===== src/rtl/lagr_pkg.sv =====
`default_nettype none
// ----------------------------------------------------------------------------
// lagr_pkg
// Types and codes shared by the ARQ gap/retransmit unit.
// ----------------------------------------------------------------------------
package lagr_pkg;

  localparam logic [1:0] CMD_SENT = 2'd0;
  localparam logic [1:0] CMD_RECV = 2'd1;
  localparam logic [1:0] CMD_PUMP = 2'd2;

  localparam logic [1:0] OP_SENT = 2'd0;
  localparam logic [1:0] OP_RECV = 2'd1;
  localparam logic [1:0] OP_PUMP = 2'd2;

  localparam logic [1:0] REG_ARQ_ENABLE  = 2'd0;
  localparam logic [1:0] REG_RETRY_LIMIT = 2'd1;
  localparam logic [1:0] REG_SECOND_DLY  = 2'd2;
  localparam logic [1:0] REG_GAP_CAP     = 2'd3;

  localparam logic KIND_VERDICT = 1'b0;
  localparam logic KIND_ORDER   = 1'b1;

  typedef struct packed {
    logic [1:0]  cmd;
    logic [31:0] seq_num;
    logic [1:0]  free_slots;
  } in_t;

  typedef struct packed {
    logic        kind;
    logic [31:0] out_seq;
    logic [7:0]  history_slot;
    logic        deliver;
    logic        duplicate;
    logic        gap_seen;
    logic        refilled;
    logic        last;
  } out_t;

  typedef struct packed {
    logic       arq_enable;
    logic [3:0] retry_limit;
    logic [7:0] second_copy_delay;
    logic [8:0] gap_request_cap;
  } cfg_t;

  // classified work between front and back
  typedef struct packed {
    logic [1:0]  op;
    logic [31:0] seq;
    logic [1:0]  credits;
  } work_t;

endpackage
`default_nettype wire


===== src/rtl/lagr_front.sv =====
`default_nettype none
// ----------------------------------------------------------------------------
// lagr_front
// Accepts input items, classifies them and queues work for the engine.
// ----------------------------------------------------------------------------
module lagr_front #(
  parameter int TX_CREDITS = 2
) (
  input  wire               clk,
  input  wire               rst,
  input  wire               push,
  input  lagr_pkg::in_t     item,
  output logic              full,
  input  wire               hold,
  input  wire               arq_enable,
  output logic              wq_empty,
  output lagr_pkg::work_t   wq_data,
  input  wire               wq_pop
);

  lagr_pkg::work_t slots [2];
  logic            wr_ptr;
  logic            rd_ptr;
  logic [1:0]      count;
  logic            accept;
  logic            keep;
  lagr_pkg::work_t cls;

  assign full     = hold || (count == 2'd2);
  assign accept   = push && !full;
  assign wq_empty = (count == 2'd0);
  assign wq_data  = slots[rd_ptr];

  always_comb begin
    cls.seq = item.seq_num;
    if (5'(item.free_slots) < 5'(TX_CREDITS)) begin
      cls.credits = item.free_slots;
    end else begin
      cls.credits = 2'(TX_CREDITS);
    end
    keep = 1'b0;
    cls.op = lagr_pkg::OP_RECV;
    unique case (item.cmd)
      lagr_pkg::CMD_SENT: begin
        cls.op = lagr_pkg::OP_SENT;
        keep   = arq_enable;
      end
      lagr_pkg::CMD_RECV: begin
        cls.op = lagr_pkg::OP_RECV;
        keep   = 1'b1;
      end
      lagr_pkg::CMD_PUMP: begin
        cls.op = lagr_pkg::OP_PUMP;
        keep   = arq_enable;
      end
      default: keep = 1'b0;
    endcase
  end

  always_ff @(posedge clk) begin
    if (accept && keep) begin
      slots[wr_ptr] <= cls;
    end
  end

  always_ff @(posedge clk) begin
    if (rst) begin
      wr_ptr <= 1'b0;
      rd_ptr <= 1'b0;
      count  <= 2'd0;
    end else begin
      if (accept && keep) begin
        wr_ptr <= !wr_ptr;
      end
      if (wq_pop && !wq_empty) begin
        rd_ptr <= !rd_ptr;
      end
      count <= count + 2'(accept && keep) - 2'(wq_pop && !wq_empty);
    end
  end

endmodule
`default_nettype wire


===== config.mk =====
export PLATFORM = sky130hd
export DESIGN_NAME = lagr_front
export DESIGN_NICKNAME = d
export VERILOG_FILES = /design/src/rtl/lagr_pkg.sv /design/src/rtl/lagr_front.sv
export SDC_FILE = /design/constraint.sdc
export NUM_CORES = 1
export LEC_CHECK = 0
export BUFFER_PORTS_ARGS = -buffer_cell sky130_fd_sc_hd__buf_2
export CORE_AREA = 2 2 88 90
export DETAILED_ROUTE_END_ITERATION = 6
export DIE_AREA = 0 0 90 92
export PLACE_DENSITY = 0.61
export SETUP_SLACK_MARGIN = 0.15
export SYNTH_ARGS = -nofsm -noshare
export SYNTH_HDL_FRONTEND = slang
export SYNTH_SLANG_ARGS = --single-unit
export TNS_END_PERCENT = 100

===== constraint.sdc =====
create_clock -name clk -period 8.55 [get_ports clk]
set_input_delay 1.2825 -clock clk [delete_from_list [all_inputs] [get_ports clk]]
set_output_delay 1.2825 -clock clk [all_outputs]
set_load 0.005 [all_outputs]

==> results.sh, run 1 <==
export IMPL_grt_pass1_vias=1481
export IMPL_clk_pin_slew_ns=0.08
export IMPL_ys_ff_latch=77
export IMPL_fin_util_pct=48.6
export IMPL_synth_compound_area_share_pct=0.696
export IMPL_track_usage_pct=12.2
export IMPL_p_clk_share_pct=34.0
export IMPL_io_buffers=79
export IMPL_viasPerCell=4.52
export IMPL_cts_tree="done"
export IMPL_r2r_end="slots[0][22]"
export IMPL_switching_share_pct=23.5
export IMPL_detail_route_antenna_nets=0
export IMPL_die_area_mm2=0.00828
export IMPL_place_ws_ns=5.44
export IMPL_areaGrowthSynthToFinish_pct=25.8
export IMPL_synth_cell_area_mm2=0.00288
export IMPL_firstDrtPassIters=4
export IMPL_seqPwrFrac_pct=49.7
export IMPL_min_period_over_period_pct=36.4
export IMPL_clock_sinks=77
export IMPL_ctsHtreeMaxLevel=3
export IMPL_tightestPinTransition_ns=1.06
export IMPL_leakagePower_uw=0.00135
export IMPL_cts_setup_buffers=0
export IMPL_drive_above_1_share_pct=50.2
export IMPL_syn_area_per_cell_um2=19.8
export IMPL_reg2reg_depth=4
export IMPL_grt_pass1_wl_um=7490
export IMPL_max_freq_mhz=321
export IMPL_hold_viol_final=0
export IMPL_netlist_instances=145
export IMPL_worst_setup_path_start_kind="flip-flop"
export IMPL_critPathMaxStageDelay_ns=0.92
export IMPL_hold_ws_ns=0.526
export IMPL_synth_simple_area_share_pct=3.13
export IMPL_path_class="flip-flop to primary output"
export IMPL_yosysSeqAreaShare_pct=78.6
export IMPL_drt_iter0_drc=58
export IMPL_cts_root_buf="clkbuf_8"
export IMPL_synth_top_family_by_area="multiplexers"
export IMPL_fin_nets=274
export IMPL_worst_hold_path_type="flip-flop to flip-flop"
export IMPL_gp_congestion=0.636
export IMPL_tns_ns=0
export IMPL_io_pins=80
export IMPL_relSlewSlack_pct=29.3
export IMPL_rr_startpoint="count[0]"
export IMPL_clock_latency_ns=0.33
export IMPL_synth_area_mux_share_pct=14.6
export IMPL_cap_violations=0
export IMPL_critPathBufInv=1
export IMPL_start_util_pct=38.6
export IMPL_vias=1527
export IMPL_final_setup_skew_ns=0.00351
export IMPL_combPwrFrac_pct=16.3
export IMPL_cp_num_cells=2
export IMPL_die_h_um=92
export IMPL_dp_hpwl_um=3090
export IMPL_crit_fanout=36
export IMPL_synthXorXnorAreaFrac_pct=0.609
export IMPL_ir_worst_vdd_mv=0.117
export IMPL_pwr_density_cell_mw_per_mm2=261
export IMPL_required_ns=7.27
export IMPL_ff2ff_setup_slack_ns=6.53
export IMPL_crit_end="wq_data[11]"
export IMPL_setup_ws_ns=5.44
export IMPL_ys_types=22
export IMPL_p_sw_uw=222
export IMPL_num_rows=32
export IMPL_maxSlewViolCount=0
export IMPL_wl_per_cell_um=14.4
export IMPL_fp_dieW_um=90
export IMPL_ctsResizeCount=0
export IMPL_grt_setup_unrepaired="no"
export IMPL_antenna_found_initial=1
export IMPL_setup_viol=0
export IMPL_worstPathCellList="mux2_2 > buf_2"
export IMPL_cp_arrival_ns=1.83
export IMPL_cts_inserted_buffers=9
export IMPL_crit_slowest_cell="dfxtp_2"
export IMPL_ys_warnings_count=0
export IMPL_clk_path_buf_depth=2
export IMPL_post_route_min_period_ns=3.11
export IMPL_core_mm2=0.00745
export IMPL_status="finished, final reports clean"
export IMPL_end_kind="primary output"
export IMPL_synthAdderAreaFrac_pct=0.870
export IMPL_post_route_drc_count=0
export IMPL_cts_hold_buf=0
export IMPL_syn_nets=189
export IMPL_drt_wl_total_um=4860
export IMPL_internal_power_uw=723
export IMPL_grt_max_degree=37
export IMPL_grt_overflow_total=0
export IMPL_path_delay_family="flip-flops"
## power by group through the flow
stage | clock network (uW) | registers, uW | logic [uW]
after CTS | 329 | 472 | 158
final | 321 | 469 | 154
after global routing | 341 | 475 | 172
after detailed placement | 0 | 479 | 157
after floorplan | 0 | 449 | 117
after global placement | 0 | 478 | 156
## state kept, by name (all words and copies together), names as in the netlist, named ones only
| name | flops |
|---|---|
| slots | 72 |
| wr_ptr | 1 |
| rd_ptr | 1 |
| count | 2 |
## Yosys cell counts
cell type	n	area, um2
o21a_1	1	7.51
mux2_2	17	191
buf_2	1	5.00
ha_1	2	25.0
and2b_2	1	8.76
inv_2	1	3.75
clkbuf_1	1	3.75
xnor2_1	1	8.76
mux2_4	1	15.0
nand2_1	1	3.75
nor2_1	6	22.5
buf_4	3	22.5
o2111a_2	1	12.5
and2_1	2	12.5
mux2_1	19	214
edfxtp_1	72	2160
xor2_1	1	8.76
inv_1	2	7.51
nand2b_1	1	6.26
nor3_1	1	5.00
nor2b_1	5	31.3
dfxtp_1	5	100
## stage by stage
step | power [uW] | instance area (um2) | std cells
final | 945 | 3620 | 338
after global routing | 987 | 3620 | 337
after CTS | 959 | 3620 | 337
after detailed placement | 636 | 3380 | 321
after global placement | 634 | 3380 | 321
after floorplan | 566 | 2880 | 145
## layout by cell type (no fill, tap or decap), types with 2 or more instances in the layout
cell | netlist | routed
bufinv_16 | 0 | 3
mux2_1 | 19 | 19
edfxtp_1 | 72 | 72
inv_1 | 2 | 2
ha_1 | 2 | 2
buf_2 | 1 | 79
mux2_2 | 17 | 17
clkbuf_8 | 0 | 9
nor2b_1 | 5 | 5
dfxtp_1 | 5 | 4
nor2_1 | 6 | 5
## worst register-to-register path, stage by stage (launching register included)
cell and delay [ns]:
dfxtp_1 0.37, nand2b_1 0.16, o2111a_2 0.24, inv_2 0.06, nor2_4 0.79
## layer usage
layer / vias to the layer above / global-route usage (%) / wire length [um]
met5: - / 0 / 0
met4: 0 / 6.54 / 106
met3: 13 / 3.70 / 308
met2: 59 / 19.0 / 2240
met1: 730 / 15.3 / 2210
li1: 725 / - / -
## area by class of cell
| class | count | area (um2) |
|---|---|---|
| Tap cell | 102 | 128 |
| Sequential cell | 77 | 2260 |
| Fill cell | 660 | 3830 |
| Clock buffer | 10 | 128 |
| Multi-Input combinational cell | 60 | 582 |
| Inverter | 3 | 11.3 |
| Clock inverter | 6 | 111 |
| Timing Repair Buffer | 79 | 395 |
| Antenna cell | 1 | 2.50 |
## cell families (layout without fill, tap and decap cells)
logic type	Yosys count	count (layout)
flip-flops	77	77
XOR/XNOR	2	2
buffers and inverters	8	98
AND/OR/NAND/NOR	17	17
AO/OA/AOI/OAI	2	2
adder cells (fa/ha/maj)	2	2
other	0	1
multiplexers	37	37
## worst min path at each step
stage / cells past startpoint / start / to / slack [ns]
2_1_floorplan: 2 / rd_ptr / flip-flop / 0.48
3_3_place_gp: 2 / rd_ptr / rd_ptr / 0.50
3_5_place_dp: 2 / rd_ptr / flip-flop / 0.50
4_1_cts: 2 / rd_ptr / rd_ptr / 0.53
5_1_grt: 2 / rd_ptr / rd_ptr / 0.57
6_report: 2 / rd_ptr / rd_ptr / 0.53
Power figures use the tool's default switching activity.
==> run 2: changes to the inputs <==
clock period = 2.88 ns   (was 8.55 ns; I/O delays follow)
==> results.sh, run 2 (synthesis gave the netlist of run 1 again) <==
export IMPL_fp_dieW_um=90
export IMPL_seqPwrFrac_pct=51.2
export IMPL_cap_violations=0
export IMPL_wl_per_cell_um=13.9
export IMPL_combPwrFrac_pct=19.7
export IMPL_fin_nets=277
export IMPL_grt_overflow_total=0
export IMPL_nFillCells=675
export IMPL_antenna_found_initial=1
export IMPL_wl_met2_um=2150
export IMPL_fin_util_pct=48.5
export IMPL_core_mm2=0.00745
export IMPL_p_sw_uw=644
export IMPL_track_usage_pct=12.1
export IMPL_tightestPinTransition_ns=0.378
export IMPL_p_clk_share_pct=29.1
export IMPL_firstDrtPassIters=5
export IMPL_start_util_pct=38.6
export IMPL_required_ns=2.45
export IMPL_drt_iter0_drc=68
export IMPL_hold_viol_final=0
export IMPL_areaGrowthSynthToFinish_pct=25.5
export IMPL_m1WireLength_um=2120
export IMPL_worst_hold_path_type="input pin to flip-flop"
export IMPL_vias=1521
export IMPL_grt_pass1_vias=1520
export IMPL_grt_setup_unrepaired="no"
export IMPL_holdPathEnd="slots[0][24]"
export IMPL_min_period_over_period_pct=77.0
export IMPL_ctsResizeCount=0
export IMPL_clock_latency_ns=0.34
export IMPL_top_register="slots"
export IMPL_met3_wirelength_um=361
export IMPL_rr_startpoint="count[0]"
export IMPL_top_layer="met4"
export IMPL_internal_power_uw=1970
export IMPL_gp_congestion=0.669
export IMPL_relSlewSlack_pct=74.8
export IMPL_num_rows=32
export IMPL_io_buffers=79
export IMPL_die_area_mm2=0.00828
export IMPL_cp_arrival_ns=1.79
export IMPL_cts_root_buf="clkbuf_8"
export IMPL_maxSlewViolCount=0
export IMPL_cts_inserted_buffers=9
export IMPL_setup_viol=0
export IMPL_r2r_end="count[1]"
export IMPL_max_freq_mhz=451
export IMPL_top_regs="slots: 72 flops, count: 2 flops"
export IMPL_final_common_cell="buf_2"
export IMPL_clock_sinks=77
export IMPL_tns_ns=0
export IMPL_min_from="item[24]"
export IMPL_ctsHtreeMaxLevel=3
export IMPL_crit_fanout=24
export IMPL_seqCellArea_mm2=0.00226
export IMPL_largest_reg_flops=72
export IMPL_cts_tree="done"
export IMPL_reg2reg_depth=9
export IMPL_io_pins=80
export IMPL_viasPerCell=4.46
export IMPL_switching_share_pct=24.6
export IMPL_detail_route_antenna_nets=0
export IMPL_post_route_drc_count=0
export IMPL_final_cell_mix="buf_2 (79), edfxtp_1 (72), mux2_1 (19), mux2_2 (17), clkbuf_8 (9)"
export IMPL_clk_pin_slew_ns=0.08
export IMPL_cts_hold_buf=0
export IMPL_post_route_min_period_ns=2.22
export IMPL_drt_wl_total_um=4750
export IMPL_worst_setup_path_start_kind="flip-flop"
export IMPL_grt_pass1_wl_um=7360
export IMPL_whs_path_depth=1
export IMPL_die_h_um=92
export IMPL_status="finished, final reports clean"
export IMPL_pwr_density_cell_mw_per_mm2=725
export IMPL_path_class="flip-flop to primary output"
export IMPL_clk_path_buf_depth=2
export IMPL_final_setup_skew_ns=0.00591
export IMPL_dp_hpwl_um=3150
export IMPL_ff2ff_setup_slack_ns=1.13
export IMPL_cts_setup_buffers=0
export IMPL_multi_input_area_um2=582
export IMPL_end_kind="primary output"
export IMPL_ir_worst_vdd_mv=0.321
export IMPL_drive_above_1_share_pct=49.6
export IMPL_leakagePower_uw=0.00135
export IMPL_grt_max_degree=28
==> run 2: changes by cell type in the layout (fill, tap and decap cells not counted), sizes merged <==
cell / delta
buf: +3
bufinv: -2
clkbuf: +1
clkinv: +2
clkinvlp: -1
==> run 2: area by class of cell <==
type | instances | area share, %
Multi-Input combinational cell | 60 | 16.1
Tap cell | 102 | 3.53
Inverter | 3 | 0.312
Timing Repair Buffer | 82 | 12.3
Clock inverter | 5 | 1.42
Clock buffer | 11 | 3.64
Sequential cell | 77 | 62.7
Antenna cell | 1 | 0.0693
==> run 2: worst max-delay path by stage <==
stage / start / end / slack, ns / cells past startpoint
floorplan: item[34] / slots[0][0] / 0.71 / 4
global placement: item[34] / count[1] / 0.95 / 10
detailed placement: item[34] / count[1] / 0.91 / 10
CTS: flip-flop / wq_data[35] / 0.60 / 3
global route: flip-flop / wq_data[21] / 0.54 / 3
finish: flip-flop / wq_data[21] / 0.66 / 3
==> run 2: through the flow <==
stage | std cells | total power (uW) | setup slack, ns | instance area [um2] | hold slack [ns]
3_5_place_dp | 324 | 1900 | 0.912 | 3430 | 0.511
6_report | 341 | 2620 | 0.662 | 3610 | 0.273
5_1_grt | 340 | 2760 | 0.543 | 3610 | 0.254
2_1_floorplan | 145 | 1680 | 0.708 | 2880 | 0.481
3_3_place_gp | 324 | 1900 | 0.950 | 3430 | 0.499
4_1_cts | 340 | 2660 | 0.599 | 3610 | 0.257
==> run 2: power groups by stage <==
stage,clock (uW),combinational (uW),sequential (uW)
floorplan,0,348,1330
global placement,0,531,1370
detailed placement,0,529,1370
CTS,786,532,1340
global route,833,572,1350
finish,761,517,1340
==> run 2: critical path, stage by stage, from the launching register on <==
cell and delay [ns]:
dfxtp_2 0.52, buf_4 0.39, mux2_2 0.39, buf_2 0.13
==> run 2: layer usage <==
layer	up-vias	GRT usage (%)
li1	732	-
met1	721	14.8
met2	58	17.8
met3	10	4.60
met4	0	8.46
met5	-	0
==> run 3: changes to the inputs <==
clock period = 2.2 ns   (was 2.88 ns; I/O delays follow)
==> results.sh, run 3 (synthesis gave the netlist of run 1 again) <==
export IMPL_pwr_density_cell_mw_per_mm2=948
export IMPL_gp_congestion=0.638
export IMPL_post_route_drc_count=0
export IMPL_drt_wl_total_um=4870
export IMPL_end_kind="primary output"
export IMPL_fin_nets=279
export IMPL_finalPower_uw=3410
export IMPL_worst_setup_path_start_kind="flip-flop"
export IMPL_relSlewSlack_pct=78.6
export IMPL_grt_pass1_wl_um=7620
export IMPL_clk_pin_slew_ns=0.07
export IMPL_hold_viol_final=0
export IMPL_crit_fanout=26
export IMPL_largest_reg_flops=72
export IMPL_wl_per_cell_um=14.3
export IMPL_track_usage_pct=12.5
export IMPL_ctsResizeCount=0
export IMPL_num_rows=32
export IMPL_postLayoutCellArea_mm2=0.00360
export IMPL_status="finished, final reports clean"
export IMPL_dp_hpwl_um=3180
export IMPL_placed_area_mm2=0.00343
export IMPL_ir_worst_vdd_mv=0.459
export IMPL_start_util_pct=38.6
export IMPL_fin_util_pct=48.3
export IMPL_rr_startpoint="count[0]"
export IMPL_grt_pass1_vias=1520
export IMPL_reg2reg_depth=9
export IMPL_worst_hold_path_type="input pin to flip-flop"
export IMPL_io_buffers=79
export IMPL_tns_ns=0
export IMPL_antenna_found_initial=0
export IMPL_cap_violations=0
export IMPL_core_mm2=0.00745
export IMPL_maxSlewViolCount=0
export IMPL_cts_setup_buffers=0
export IMPL_cts_hold_buf=0
export IMPL_tightestPinTransition_ns=0.320
export IMPL_final_setup_skew_ns=0.00603
export IMPL_cts_inserted_buffers=9
export IMPL_num_antenna_cells=0
export IMPL_r2r_end="count[1]"
export IMPL_ff2ff_setup_slack_ns=0.41
export IMPL_cp_arrival_ns=1.58
export IMPL_grt_max_degree=27
export IMPL_post_route_min_period_ns=1.91
export IMPL_min_from="item[7]"
export IMPL_holdPathEnd="slots[0][7]"
export IMPL_grt_overflow_total=0
export IMPL_clock_latency_ns=0.34
export IMPL_final_cell_mix="buf_2 (79), edfxtp_1 (72), mux2_1 (19), mux2_2 (17), clkbuf_8 (9)"
export IMPL_top_register="slots"
export IMPL_fp_dieW_um=90
export IMPL_firstDrtPassIters=4
export IMPL_io_pins=80
export IMPL_cts_root_buf="clkbuf_8"
export IMPL_required_ns=1.87
export IMPL_die_area_mm2=0.00828
export IMPL_final_common_cell="buf_2"
export IMPL_whs_path_depth=1
export IMPL_max_freq_mhz=524
export IMPL_ctsHtreeMaxLevel=3
export IMPL_top_regs="slots: 72 flops, count: 2 flops"
export IMPL_clk_path_buf_depth=2
export IMPL_drive_above_1_share_pct=50.0
export IMPL_cts_tree="done"
export IMPL_viasPerCell=4.48
export IMPL_die_h_um=92
export IMPL_grt_setup_unrepaired="no"
export IMPL_min_period_over_period_pct=86.7
export IMPL_clock_sinks=77
export IMPL_areaGrowthSynthToFinish_pct=25.1
export IMPL_path_class="flip-flop to primary output"
export IMPL_leakagePower_uw=0.00135
export IMPL_vias=1523
export IMPL_drt_iter0_drc=72
export IMPL_setup_viol=0
export IMPL_detail_route_antenna_nets=0
[run 3: critical path, stage by stage (launching register included)]
cell and delay [ns]:
dfxtp_2 0.51, buf_12 0.24, mux2_2 0.36, buf_2 0.13
[run 3: power breakdown]
part           total, uW  internal [uW]  switching, uW
Sequential          1750           1690           65.6
Combinational        706            397            309
Clock                952            507            445
[run 3: layout make-up]
cell class | count | area, um2
clock buffers | 11 | 131
repair buffers | 84 | 445
multi-input cells | 60 | 582
fillers | 668 | 3850
inverters | 3 | 11.3
well taps | 102 | 128
clock inverters | 3 | 38.8
flip-flops and latches | 77 | 2260
[run 3: per-stage QoR]
step | hold slack (ns) | cells | setup slack, ns
floorplan | 0.402 | 145 | 0.211
global placement | 0.496 | 326 | 0.373
detailed placement | 0.509 | 326 | 0.288
CTS | 0.154 | 340 | 0.243
global route | 0.153 | 340 | 0.181
finish | 0.176 | 340 | 0.292
[run 3: worst max path at each step]
stage | depth (start not counted) | to | start
2_1_floorplan | 3 | slots[1][0] | item[34]
3_3_place_gp | 10 | count[1] | item[34]
3_5_place_dp | 10 | count[1] | item[34]
4_1_cts | 3 | wq_data[6] | flip-flop
5_1_grt | 3 | wq_data[6] | flip-flop
6_report | 3 | wq_data[2] | flip-flop
[run 3: per-layer routing]
layer | GRT usage, % | part of all wire, % | up-vias | wire [um]
li1 | - | - | 727 | -
met1 | 15.2 | 45 | 730 | 2170
met2 | 19.5 | 48 | 61 | 2320
met3 | 4.44 | 6.5 | 5 | 316
met4 | 6.92 | 1.3 | 0 | 64
met5 | 0 | 0 | - | 0
