--- config.mk ---
export PLATFORM = sky130hd
export DESIGN_NAME = lagr_out_fifo
export DESIGN_NICKNAME = d
export VERILOG_FILES = /design/src/rtl/lagr_pkg.sv /design/src/rtl/lagr_out_fifo.sv
export SDC_FILE = /design/constraint.sdc
export NUM_CORES = 1
export LEC_CHECK = 0
export ABC_CLOCK_PERIOD_IN_PS = 4300
export BUFFER_PORTS_ARGS = -buffer_cell sky130_fd_sc_hd__buf_2
export CORE_MARGIN = 2
export CORE_UTILIZATION = 43
export DETAILED_ROUTE_END_ITERATION = 7
export PLACE_DENSITY_LB_ADDON = 0.25
export RECOVER_POWER = 25
export SLEW_MARGIN = 20
export SYNTH_ARGS = -nofsm -noshare
export SYNTH_HDL_FRONTEND = slang
export SYNTH_SLANG_ARGS = --single-unit
--- constraint.sdc ---
create_clock -name clk -period 4.3 [get_ports clk]
set_input_delay 0.86 -clock clk [delete_from_list [all_inputs] [get_ports clk]]
set_output_delay 0.86 -clock clk [all_outputs]
set_load 0.005 [all_outputs]
--- src/rtl/lagr_pkg.sv ---
`default_nettype none
// ----------------------------------------------------------------------------
// lagr_pkg
// Types and codes shared by the ARQ gap/retransmit unit.
// ----------------------------------------------------------------------------
package lagr_pkg;

  localparam logic [1:0] CMD_SENT = 2'd0;
  localparam logic [1:0] CMD_RECV = 2'd1;
  localparam logic [1:0] CMD_PUMP = 2'd2;

  localparam logic [1:0] OP_SENT = 2'd0;
  localparam logic [1:0] OP_RECV = 2'd1;
  localparam logic [1:0] OP_PUMP = 2'd2;

  localparam logic [1:0] REG_ARQ_ENABLE  = 2'd0;
  localparam logic [1:0] REG_RETRY_LIMIT = 2'd1;
  localparam logic [1:0] REG_SECOND_DLY  = 2'd2;
  localparam logic [1:0] REG_GAP_CAP     = 2'd3;

  localparam logic KIND_VERDICT = 1'b0;
  localparam logic KIND_ORDER   = 1'b1;

  typedef struct packed {
    logic [1:0]  cmd;
    logic [31:0] seq_num;
    logic [1:0]  free_slots;
  } in_t;

  typedef struct packed {
    logic        kind;
    logic [31:0] out_seq;
    logic [7:0]  history_slot;
    logic        deliver;
    logic        duplicate;
    logic        gap_seen;
    logic        refilled;
    logic        last;
  } out_t;

  typedef struct packed {
    logic       arq_enable;
    logic [3:0] retry_limit;
    logic [7:0] second_copy_delay;
    logic [8:0] gap_request_cap;
  } cfg_t;

  // classified work between front and back
  typedef struct packed {
    logic [1:0]  op;
    logic [31:0] seq;
    logic [1:0]  credits;
  } work_t;

endpackage
`default_nettype wire

--- src/rtl/lagr_out_fifo.sv ---
`default_nettype none
// ----------------------------------------------------------------------------
// lagr_out_fifo
// Small result queue between the engine and the result ports.
// ----------------------------------------------------------------------------
module lagr_out_fifo (
  input  wire            clk,
  input  wire            rst,
  input  wire            wr,
  input  lagr_pkg::out_t wdata,
  output logic           ofull,
  input  wire            pop,
  output logic           empty,
  output lagr_pkg::out_t result
);

  lagr_pkg::out_t slots [4];
  logic [1:0]     wr_ptr;
  logic [1:0]     rd_ptr;
  logic [2:0]     count;
  logic           do_wr;
  logic           do_rd;

  assign ofull  = (count == 3'd4);
  assign empty  = (count == 3'd0);
  assign result = slots[rd_ptr];
  assign do_wr  = wr && !ofull;
  assign do_rd  = pop && !empty;

  always_ff @(posedge clk) begin
    if (do_wr) begin
      slots[wr_ptr] <= wdata;
    end
  end

  always_ff @(posedge clk) begin
    if (rst) begin
      wr_ptr <= 2'd0;
      rd_ptr <= 2'd0;
      count  <= 3'd0;
    end else begin
      if (do_wr) begin
        wr_ptr <= wr_ptr + 2'd1;
      end
      if (do_rd) begin
        rd_ptr <= rd_ptr + 2'd1;
      end
      count <= count + 3'(do_wr) - 3'(do_rd);
    end
  end

endmodule
`default_nettype wire

==> metrics.txt, run 1 <==
status=complete, no violations; CP max stage cell=dfxtp_4; Gate Count Post-Synth=291; count leader, synth=edfxtp_1; combinational family with the most area after synthesis=multiplexers; commonest cells in the netlist=184 x edfxtp_1, 40 x mux4_2, 9 x dfxtp_1; Worst Tran Pin Value=935 ps; GR peak layer=met2; Port-buffer cells=between 90 and 100; Req. time, crit path=~3400 ps; setup_tns=0 ps; grt ovf=0; number of diodes=0; VDD IR max=between 0.0003 and 0.0004 V; dpl ws=between 1500 and 2000 ps; post-DP HPWL=~7.5 mm; final-layout fill cell count=1353; core area=16500 um^2; std cell rows=between 40 and 50; Worst Path Arrival=2230 ps; Remaining DRCs=0; total track usage=14.7%; Synthesis Warnings=0; critical setup path kind=register to output pin; hold_buf cts=0; Final setup viols=0; leading post-synthesis cells by cell area=edfxtp_1 77%, mux4_2 13%, dfxtp_1 2.5%; Post-CTS Resized=0; Sink Count=193; Synth Flop Type=edfxtp_1; Die Span X=~130 um; vias in the first global route=about 3.4k; skew final=around 4 ps; delay-heaviest family, CP=flip-flops; Routed Antenna Nets=0; Routability Congestion=roughly 0.69; H-Tree Level Count=4; CP peak stage delay=960 ps; Final Max Tran Viols=0; drt total wl=12.2 mm; Clock Power Share=a little under a third; mux share of post-synthesis cell area=14.9%; Max FO, Critical Path=46; Slew HR=between 30% and 40%; synth unique cells=26; Final nets=roughly 460; compound-gate portion of the synthesized area=0.453%; crit share post-route=a little under three quarters; die height=~130 um; Synth Area per Inst=about 25 um^2; Cell Area, Synth=approximately 7200 um^2; routed length per instance=between 15 and 20 um; Initial Util=43.6%; post-synth top area cell=edfxtp_1; IO Pins=98; Vias=3143; Yosys top cell area share=around 77%; Max Buffers Root-to-Sink=2; Reg area=~5700 um^2; Hold Fails Final Rpt=0; Multi-input gate area=roughly 1300 um^2; PwrDens=~560 nW/um^2; PnR worst setup slack=between 1000 and 1500 ps; Total Power=between 4 and 5 mW; Area growth syn-to-layout=16.8%; First DRT Iteration DRCs=271; internal power=roughly 3.6 mW; first-pass GRT wire length=19.0 mm; CP endpoint kind=output pin; register bit total from synthesis=a little under 200; DP Cell Count=between 600 and 700; CP bufs+invs=1; Inserted Clock Buffers=17; fin crit period=3090 ps; DR vias/cell=around 5.0; met3 usage=4.91%; async set or reset register ratio after synthesis=0%; Mapped Nets=~350; drt first pass iters=5; Post-synth EDFFs=~180; RSZ-0062 raised after global routing=no; Leak=between 2 and 3 nW; Cell Chain, Critical Path=mux4_1 -> buf_2; met1 Use GR=between 10% and 20%; Post-Synth XOR/XNOR Area=less than 1%; die area=~18000 um^2; Worst Hold Class=register to register; CTS Root Cell=clkbuf_16; initial antenna violation count=0; combinational share of power=17.8%; TritonCTS clock tree=yes; sequential power share=between 50 and 60%; post-CTS setup buffers=0; clk slew on worst S/H paths=around 60 ps; max-cap violation count=0; Adder-Cell Fraction of Synth Area=1.32%; startpoint class of the critical path=register; Sw Ratio=between 20% and 30%; Max Freq=0.323 GHz; worst skew pair latency=410 ps; Layout Cells excl Fill=634; sequential share of the synthesized area=between 70% and 80%; largest net degree at the start of global routing=47; Psw=around 1.1 mW; share of layout cells above drive strength 1=35.7%; simple-gate share of the synthesized area=1.45%; GR Util met2=24.7%
per-stage QoR:
step	util (%)	hold slack, ps	area, um^2
2_1_floorplan	-	459	7180
3_3_place_gp	47.8	467	7870
3_5_place_dp	47.8	482	7870
4_1_cts	51.2	491	8420
5_1_grt	50.9	553	8390
6_report	50.9	488	8390
kinds of logic after synthesis:
| kind of cell | count (synthesis) |
|---|---|
| xor+xnor | 3 |
| simple gates | 17 |
| mux | 47 |
| flops | 193 |
| compound gates | 5 |
| buf+inv | 19 |
| fa+ha+maj | 7 |
area by class of cell:
cell class,count,area share (%)
Tap cell,220,3.28
Clock buffer,20,5.21
Sequential cell,193,68.1
Timing Repair Buffer,102,5.80
Multi-Input combinational cell,79,15.9
Inverter,8,0.358
Clock inverter,12,1.40
worst register-to-register path, stage by stage, from the launching register on:
cell	delay, ps
dfxtp_1	460
nor3b_2	100
nor2_1	280
and2_2	620
buf_4	480
routing by layer:
metal,share of wire (%),up-vias
met4,0.70,0
met1,43,1621
met5,0,-
met2,51,82
met3,5.1,5
li1,-,1435
placed cells by master, fill, tap and decap left out, types with 2 or more instances in the layout:
cell        count
edfxtp_1      184
buf_2          68
mux4_2         40
clkbuf_1       32
clkbuf_16      17
inv_1           8
dfxtp_1         7
mux4_1          6
ha_1            6
buf_4           5
nor2_1          4
and2_2          4
clkinv_2        3
clkinv_1        3
clkinvlp_4      3
nor2b_1         2
o21ai_0         2
or3_1           2
a21oi_1         2
nand2b_1        2
xnor2_1         2
bufinv_16       2
sequential cells by signal, summed over array words and instances, names as in the netlist, named ones only:
name and cells:
slots 184, count 3, rd_ptr 2, wr_ptr 2
power groups by stage:
stage	Clock [mW]	Combinational, mW	Sequential [mW]
detailed placement	0	0.867	2.49
CTS	1.48	0.871	2.45
floorplan	0	0.696	2.34
global route	1.57	0.920	2.48
global placement	0	0.863	2.48
finish	1.46	0.841	2.44
path summary, 6_finish.rpt:
kind / start / to / slack (ps) / depth (start not counted)
worst min-delay path: rd_ptr[1] / register / 490 / 2
worst max-delay path: register / result[40] / 1210 / 2
worst max register to register: count[1] / slots[1][19] / 2000 / 4
worst min register to register: rd_ptr[1] / register / 490 / 2
Power figures use the tool's default switching activity.
==> run 2, diff against run 1 <==
--- a/config.mk
+++ b/config.mk
@@ -5,7 +5,7 @@
 export SDC_FILE = /design/constraint.sdc
 export NUM_CORES = 1
 export LEC_CHECK = 0
-export ABC_CLOCK_PERIOD_IN_PS = 4300
+export ABC_CLOCK_PERIOD_IN_PS = 3000
 export BUFFER_PORTS_ARGS = -buffer_cell sky130_fd_sc_hd__buf_2
 export CORE_MARGIN = 2
 export CORE_UTILIZATION = 43
==> constraint.sdc (replaced) <==
create_clock -name clk -period 3 [get_ports clk]
set_input_delay 0.6 -clock clk [delete_from_list [all_inputs] [get_ports clk]]
set_output_delay 0.6 -clock clk [all_outputs]
set_load 0.005 [all_outputs]
==> run 2 against run 1 <==
Total power rose by 43%. Count of clock-buffer cells in the layout did not move. Sequential power rose by 38%. Routed wire length fell by 0.40%. Global-route usage fell by 0.35 points. Critical path type unchanged. Critical endpoint is now result[23]. Largest power group unchanged.
==> metrics.txt, run 2 (synthesis gave the netlist of run 1 again) <==
status=complete, no violations (unchanged); Max Buffers Root-to-Sink=2 (unchanged); worst skew pair latency=420 ps (was 410 ps); Psw=1.64 mW (was 1.13 mW); post-DP HPWL=7.40 mm (was 7.53 mm); CP endpoint kind=output pin (unchanged); std cell rows=47 (unchanged); post-CTS setup buffers=0 (unchanged); Multi-input gate area=1330 um^2 (unchanged); Worst Hold Class=primary input to register (was register to register); Reg area=5710 um^2 (unchanged); startpoint class of the critical path=register (unchanged); Inserted Clock Buffers=17 (unchanged); Post-CTS Resized=0 (unchanged); Max Freq=about 0.38 GHz; Sw Ratio=24.3% (was 24.0%); Post-DP Area=7950 um^2 (was 7870 um^2); critical setup path kind=register to output pin (unchanged); initial antenna violation count=0 (unchanged); combinational share of power=20.3% (was 17.8%); Vias=3254 (was 3143); Design Area, Final=8450 um^2 (was 8390 um^2); Worst Path Arrival=2040 ps (was 2230 ps); clk slew on worst S/H paths=60 ps (about the same); sequential power share=49.8% (was 51.5%); commonest non-fill, non-tap cell in the layout=edfxtp_1 (unchanged); worst reg2reg path startpoint=count[1] (unchanged); Die Span X=133 um (unchanged); Slew HR=69.0% (was 37.7%); Final nets=464 (was 458); WHS=398 ps (was 488 ps); number of diodes=0 (unchanged); Remaining DRCs=0 (unchanged); Final Max Tran Viols=0 (unchanged); Routability Congestion=0.679 (was 0.689); Max FO, Critical Path=17 (was 46); largest net degree at the start of global routing=47 (unchanged); worst hold start=wdata[18] (was rd_ptr[1]); skew final=7.19 ps (was 3.99 ps); grt ovf=0 (unchanged); Area growth syn-to-layout=17.6% (was 16.8%); max-cap violation count=0 (unchanged); TritonCTS clock tree=yes (unchanged); Port-buffer cells=97 (unchanged); Worst Tran Pin Value=465 ps (was 935 ps); DR vias/cell=5.08 (was 4.96); Leak=2.80 nW (was 2.76 nW); Routed Antenna Nets=0 (unchanged); dpl ws=490 ps (was 1520 ps); internal power=5.12 mW (was 3.60 mW); Hold Fails Final Rpt=0 (unchanged); core area=16500 um^2 (unchanged); IO Pins=98 (unchanged); first-pass GRT wire length=18.8 mm (was 19.0 mm); Clock Power Share=29.9% (was 30.8%); Total Power=6.77 mW (was 4.74 mW); PwrDens=801 nW/um^2 (was 565 nW/um^2); die area=17800 um^2 (unchanged); Final setup viols=0 (unchanged); RSZ-0062 raised after global routing=no (unchanged); VDD IR max=0.000451 V (was 0.000309 V); Sink Count=193 (unchanged); share of layout cells above drive strength 1=36.7% (was 35.7%); fin crit period=2640 ps; number of flip-flops under the largest register name=184 (unchanged); vias in the first global route=3488 (was 3412); drt total wl=12.1 mm (was 12.2 mm); routed length per instance=18.9 um (was 19.2 um); Req. time, crit path=2400 ps (was 3440 ps); First DRT Iteration DRCs=174 (was 271); H-Tree Level Count=4 (unchanged); Initial Util=43.6% (unchanged); Largest Register=slots (unchanged); Largest regs=slots (184), count (3) (unchanged); hold_buf cts=0 (unchanged); crit share post-route=87.9%; CTS Root Cell=clkbuf_16 (unchanged); most frequent cells in the layout=184 x edfxtp_1, 68 x buf_2, 40 x mux4_2, 32 x clkbuf_1, 17 x clkbuf_16 (unchanged); PnR worst setup slack=364 ps (was 1210 ps); final-layout fill cell count=1355 (was 1353); setup_tns=0 ps (unchanged); drt first pass iters=4 (was 5); total track usage=14.3% (was 14.7%); die height=133 um (unchanged)
## run 2: cell types whose count changed in the layout (fill, tap and decap cells not counted)
| cell | delta |
|---|---|
| clkinvlp_4 | -1 |
| clkinv_2 | +1 |
| clkinv_4 | +1 |
| buf_4 | +3 |
| bufinv_16 | -1 |
| buf_12 | +3 |
## run 2: power groups by stage
stage / logic, mW / clock network (mW) / registers, mW
final: 1.37 / 2.02 / 3.37
after global routing: 1.52 / 2.18 / 3.40
after CTS: 1.43 / 2.08 / 3.38
after detailed placement: 1.42 / 0 / 3.44
after global placement: 1.41 / 0 / 3.42
after floorplan: 0.998 / 0 / 3.36
## run 2: through the flow
step / instances / utilization [%]
detailed placement: 608 / 48.3
finish: 640 / 51.3
global route: 640 / 51.3
CTS: 640 / 51.5
floorplan: 291 / -
global placement: 608 / 48.3
## run 2: layer usage
layer,routed length (um),up-vias,track usage (%)
met1,5130,1719,17.5
met5,0,-,0
li1,-,1453,-
met2,6230,68,24.3
met4,176,0,5.14
met3,577,14,4.38
## run 2: critical path, stage by stage, from the launching register on
cell	delay, ps
dfxtp_4	570
buf_4	340
mux4_2	550
buf_2	140
## run 2: area by class of cell
class	instances	share of cell area [%]
Clock buffer	20	5.17
Clock inverter	12	1.11
Inverter	8	0.356
Multi-Input combinational cell	79	15.8
Sequential cell	193	67.6
Tap cell	220	3.26
Timing Repair Buffer	108	6.74
## run 2: final timing paths
kind,depth (start not counted),to,slack (ps)
worst max register to register,10,count[2],670
worst max-delay path,3,result[23],360
worst min register to register,2,register,480
worst min-delay path,1,slots[3][18],400
==> run 3, diff against run 2 <==
--- a/config.mk
+++ b/config.mk
@@ -10,7 +10,7 @@
 export CORE_MARGIN = 2
 export CORE_UTILIZATION = 43
 export DETAILED_ROUTE_END_ITERATION = 7
-export PLACE_DENSITY_LB_ADDON = 0.25
+export PLACE_DENSITY = 0.67
 export RECOVER_POWER = 25
 export SLEW_MARGIN = 20
 export SYNTH_ARGS = -nofsm -noshare
==> constraint.sdc (replaced) <==
create_clock -name clk -period 3 [get_ports clk]
set_input_delay 0.15 -clock clk [delete_from_list [all_inputs] [get_ports clk]]
set_output_delay 0.15 -clock clk [all_outputs]
set_load 0.005 [all_outputs]
==> run 3 against run 2 <==
Critical path depth is 7 higher. First-iteration DRC count is 5.7% lower. Sequential power is 1% higher. Setup slack better by 330 ps. Count of clock-buffer cells in the layout is 3 higher. Sequential cell count stayed put. Utilization is 3.4 points higher. Critical path type is now register to register. Critical endpoint is now count[2]. Highest routed layer unchanged.
==> metrics.txt, run 3 (synthesis gave the netlist of run 1 again) <==
IO Pins=98 (unchanged); Slew HR=65.6% (was 69.0%); fin crit period=2310 ps (was 2640 ps); Routability Congestion=0.728 (was 0.679); PnR worst setup slack=690 ps (was 364 ps); Worst Path Arrival=2620 ps (was 2040 ps); core area=16500 um^2 (unchanged); Inserted Clock Buffers=17 (unchanged); routed length per instance=18.5 um (was 18.9 um); Req. time, crit path=3310 ps (was 2400 ps); share of layout cells above drive strength 1=33.0% (was 36.7%); Hold Path Depth=4 (was 1); sequential power share=48.3% (was 49.8%); skew final=7.30 ps (was 7.19 ps); max-cap violation count=0 (unchanged); Hold Fails Final Rpt=0 (unchanged); drt first pass iters=4 (unchanged); RSZ-0062 raised after global routing=no (unchanged); total track usage=15.2% (was 14.3%); most frequent cells in the layout=184 x edfxtp_1, 68 x buf_2, 47 x dlygate4sd3_1, 40 x mux4_2, 32 x clkbuf_1 (was 184 x edfxtp_1, 68 x buf_2, 40 x mux4_2, 32 x clkbuf_1, 17 x clkbuf_16); delay-heaviest family, CP=adder cells (was flip-flops); crit share post-route=77.0% (was 87.9%); Initial Util=43.6% (unchanged); Max FO, Critical Path=6 (was 17); post-DP HPWL=7.78 mm (was 7.40 mm); Sw Ratio=23.6% (was 24.3%); met2 WL=6.73 mm (was 6.23 mm); Remaining DRCs=0 (unchanged); Worst Hold Class=primary input to register (unchanged); die area=17800 um^2 (unchanged); clk slew on worst S/H paths=60 ps (about the same); number of flip-flops under the largest register name=184 (unchanged); Final setup viols=0 (unchanged); Sink Count=193 (unchanged); setup_tns=0 ps (unchanged); WP depth=10 (was 3); initial antenna violation count=0 (unchanged); wl on met1=5.18 mm (was 5.13 mm); Largest Register=slots (unchanged); CTS Root Cell=clkbuf_16 (unchanged); internal power=5.41 mW (was 5.12 mW); combinational share of power=19.6% (was 20.3%); PwrDens=786 nW/um^2 (was 801 nW/um^2); Final Util=54.7% (was 51.3%); VDD IR max=0.000419 V (was 0.000451 V); Max Buffers Root-to-Sink=2 (unchanged); Worst Tran Pin Value=516 ps (was 465 ps); Routed Antenna Nets=0 (unchanged); Die Span X=133 um (unchanged); Vias=3440 (was 3254); CP endpoint kind=register (was output pin); CP max stage cell=dfxtp_1 (was dfxtp_4); Final nets=508 (was 464); drt total wl=12.7 mm (was 12.1 mm); dpl ws=686 ps (was 490 ps); Psw=1.67 mW (was 1.64 mW); Leak=3.02 nW (was 2.80 nW); TritonCTS clock tree=yes (unchanged); CP bufs+invs=2 (unchanged); largest net degree at the start of global routing=39 (was 47); Cell Chain, Critical Path=nor3b_2 -> nor2_1 -> inv_1 -> ha_1 -> inv_1 -> ha_1 -> fa_1 -> xnor2_1 -> xnor2_1 -> nor2_1 (was buf_4 -> mux4_2 -> buf_2); die height=133 um (unchanged); Final Max Tran Viols=0 (unchanged); Top Metal Used=met4 (unchanged); DR vias/cell=5.03 (was 5.08); Clock Power Share=32.1% (was 29.9%); vias in the first global route=3680 (was 3488); startpoint class of the critical path=register (unchanged); worst skew pair latency=420 ps (about the same); Reg2Reg Depth=10 (unchanged); commonest non-fill, non-tap cell in the layout=edfxtp_1 (unchanged); Largest regs=slots (184), count (3) (unchanged); Area growth syn-to-layout=25.3% (was 17.6%); CP peak stage delay=460 ps (was 570 ps); Total Power=7.08 mW (was 6.77 mW); First DRT Iteration DRCs=164 (was 174); Routed met3 length=646 um (was 577 um); H-Tree Level Count=4 (unchanged); Max Freq=0.433 GHz (was 0.379 GHz); critical setup path kind=register to register (was register to output pin); grt ovf=0 (unchanged); first-pass GRT wire length=19.9 mm (was 18.8 mm); number of diodes=0 (unchanged); Port-buffer cells=97 (unchanged); std cell rows=47 (unchanged); status=complete, no violations (unchanged)
run 3: cell count changes in the layout (fill, tap and decap cells not counted), sizes merged:
cell	change
buf	-3
bufinv	+2
clkbuf	+3
clkinv	-5
dlygate4sd3	+47
run 3: final cells by class:
cell class | instances | area [um^2]
clock inverter | 9 | 131
fill | 1307 | 7470
clock buffer | 23 | 478
timing repair buffer | 152 | 1040
tap | 220 | 275
inverter | 8 | 30.0
sequential | 193 | 5710
multi-input combinational | 79 | 1330
run 3: power by group through the flow:
stage,sequential [mW],combinational [mW],clock [mW]
6_report,3.42,1.39,2.27
5_1_grt,3.45,1.51,2.44
3_5_place_dp,3.49,1.38,0
4_1_cts,3.43,1.43,2.33
3_3_place_gp,3.46,1.36,0
2_1_floorplan,3.36,0.998,0
run 3: path summary, 6_finish.rpt:
check / slack, ps / endpoint / startpoint
min: 110 / register / pop
max: 690 / count[2] / count[1]
max reg2reg: 690 / count[2] / count[1]
min reg2reg: 500 / register / rd_ptr[1]
run 3: what timing repair did:
item	in CTS	in global routing
hold buffers	47	0
gates resized for setup	0	0
hold endpoints to repair	191	0
buffers inserted	0	0
run 3: worst register-to-register path: stages (launching register included):
cell and delay [ps]:
dfxtp_1 460, nor3b_2 110, nor2_1 280, inv_1 80
ha_1 280, inv_1 40, ha_1 180, fa_1 380
xnor2_1 190, xnor2_1 140, nor2_1 60
run 3: stage by stage:
stage | instance area [um^2] | hold slack, ps | std cells
5_1_grt | 9000 | 124 | 684
6_report | 9000 | 105 | 684
3_5_place_dp | 7960 | 366 | 605
3_3_place_gp | 7960 | 361 | 605
4_1_cts | 9030 | 83.4 | 684
2_1_floorplan | 7180 | 249 | 291
run 3: routing by layer:
metal	GRT usage, %	up-vias
met5	0	-
met4	4.85	0
met3	4.76	9
met2	26.1	94
met1	18.6	1793
li1	-	1544
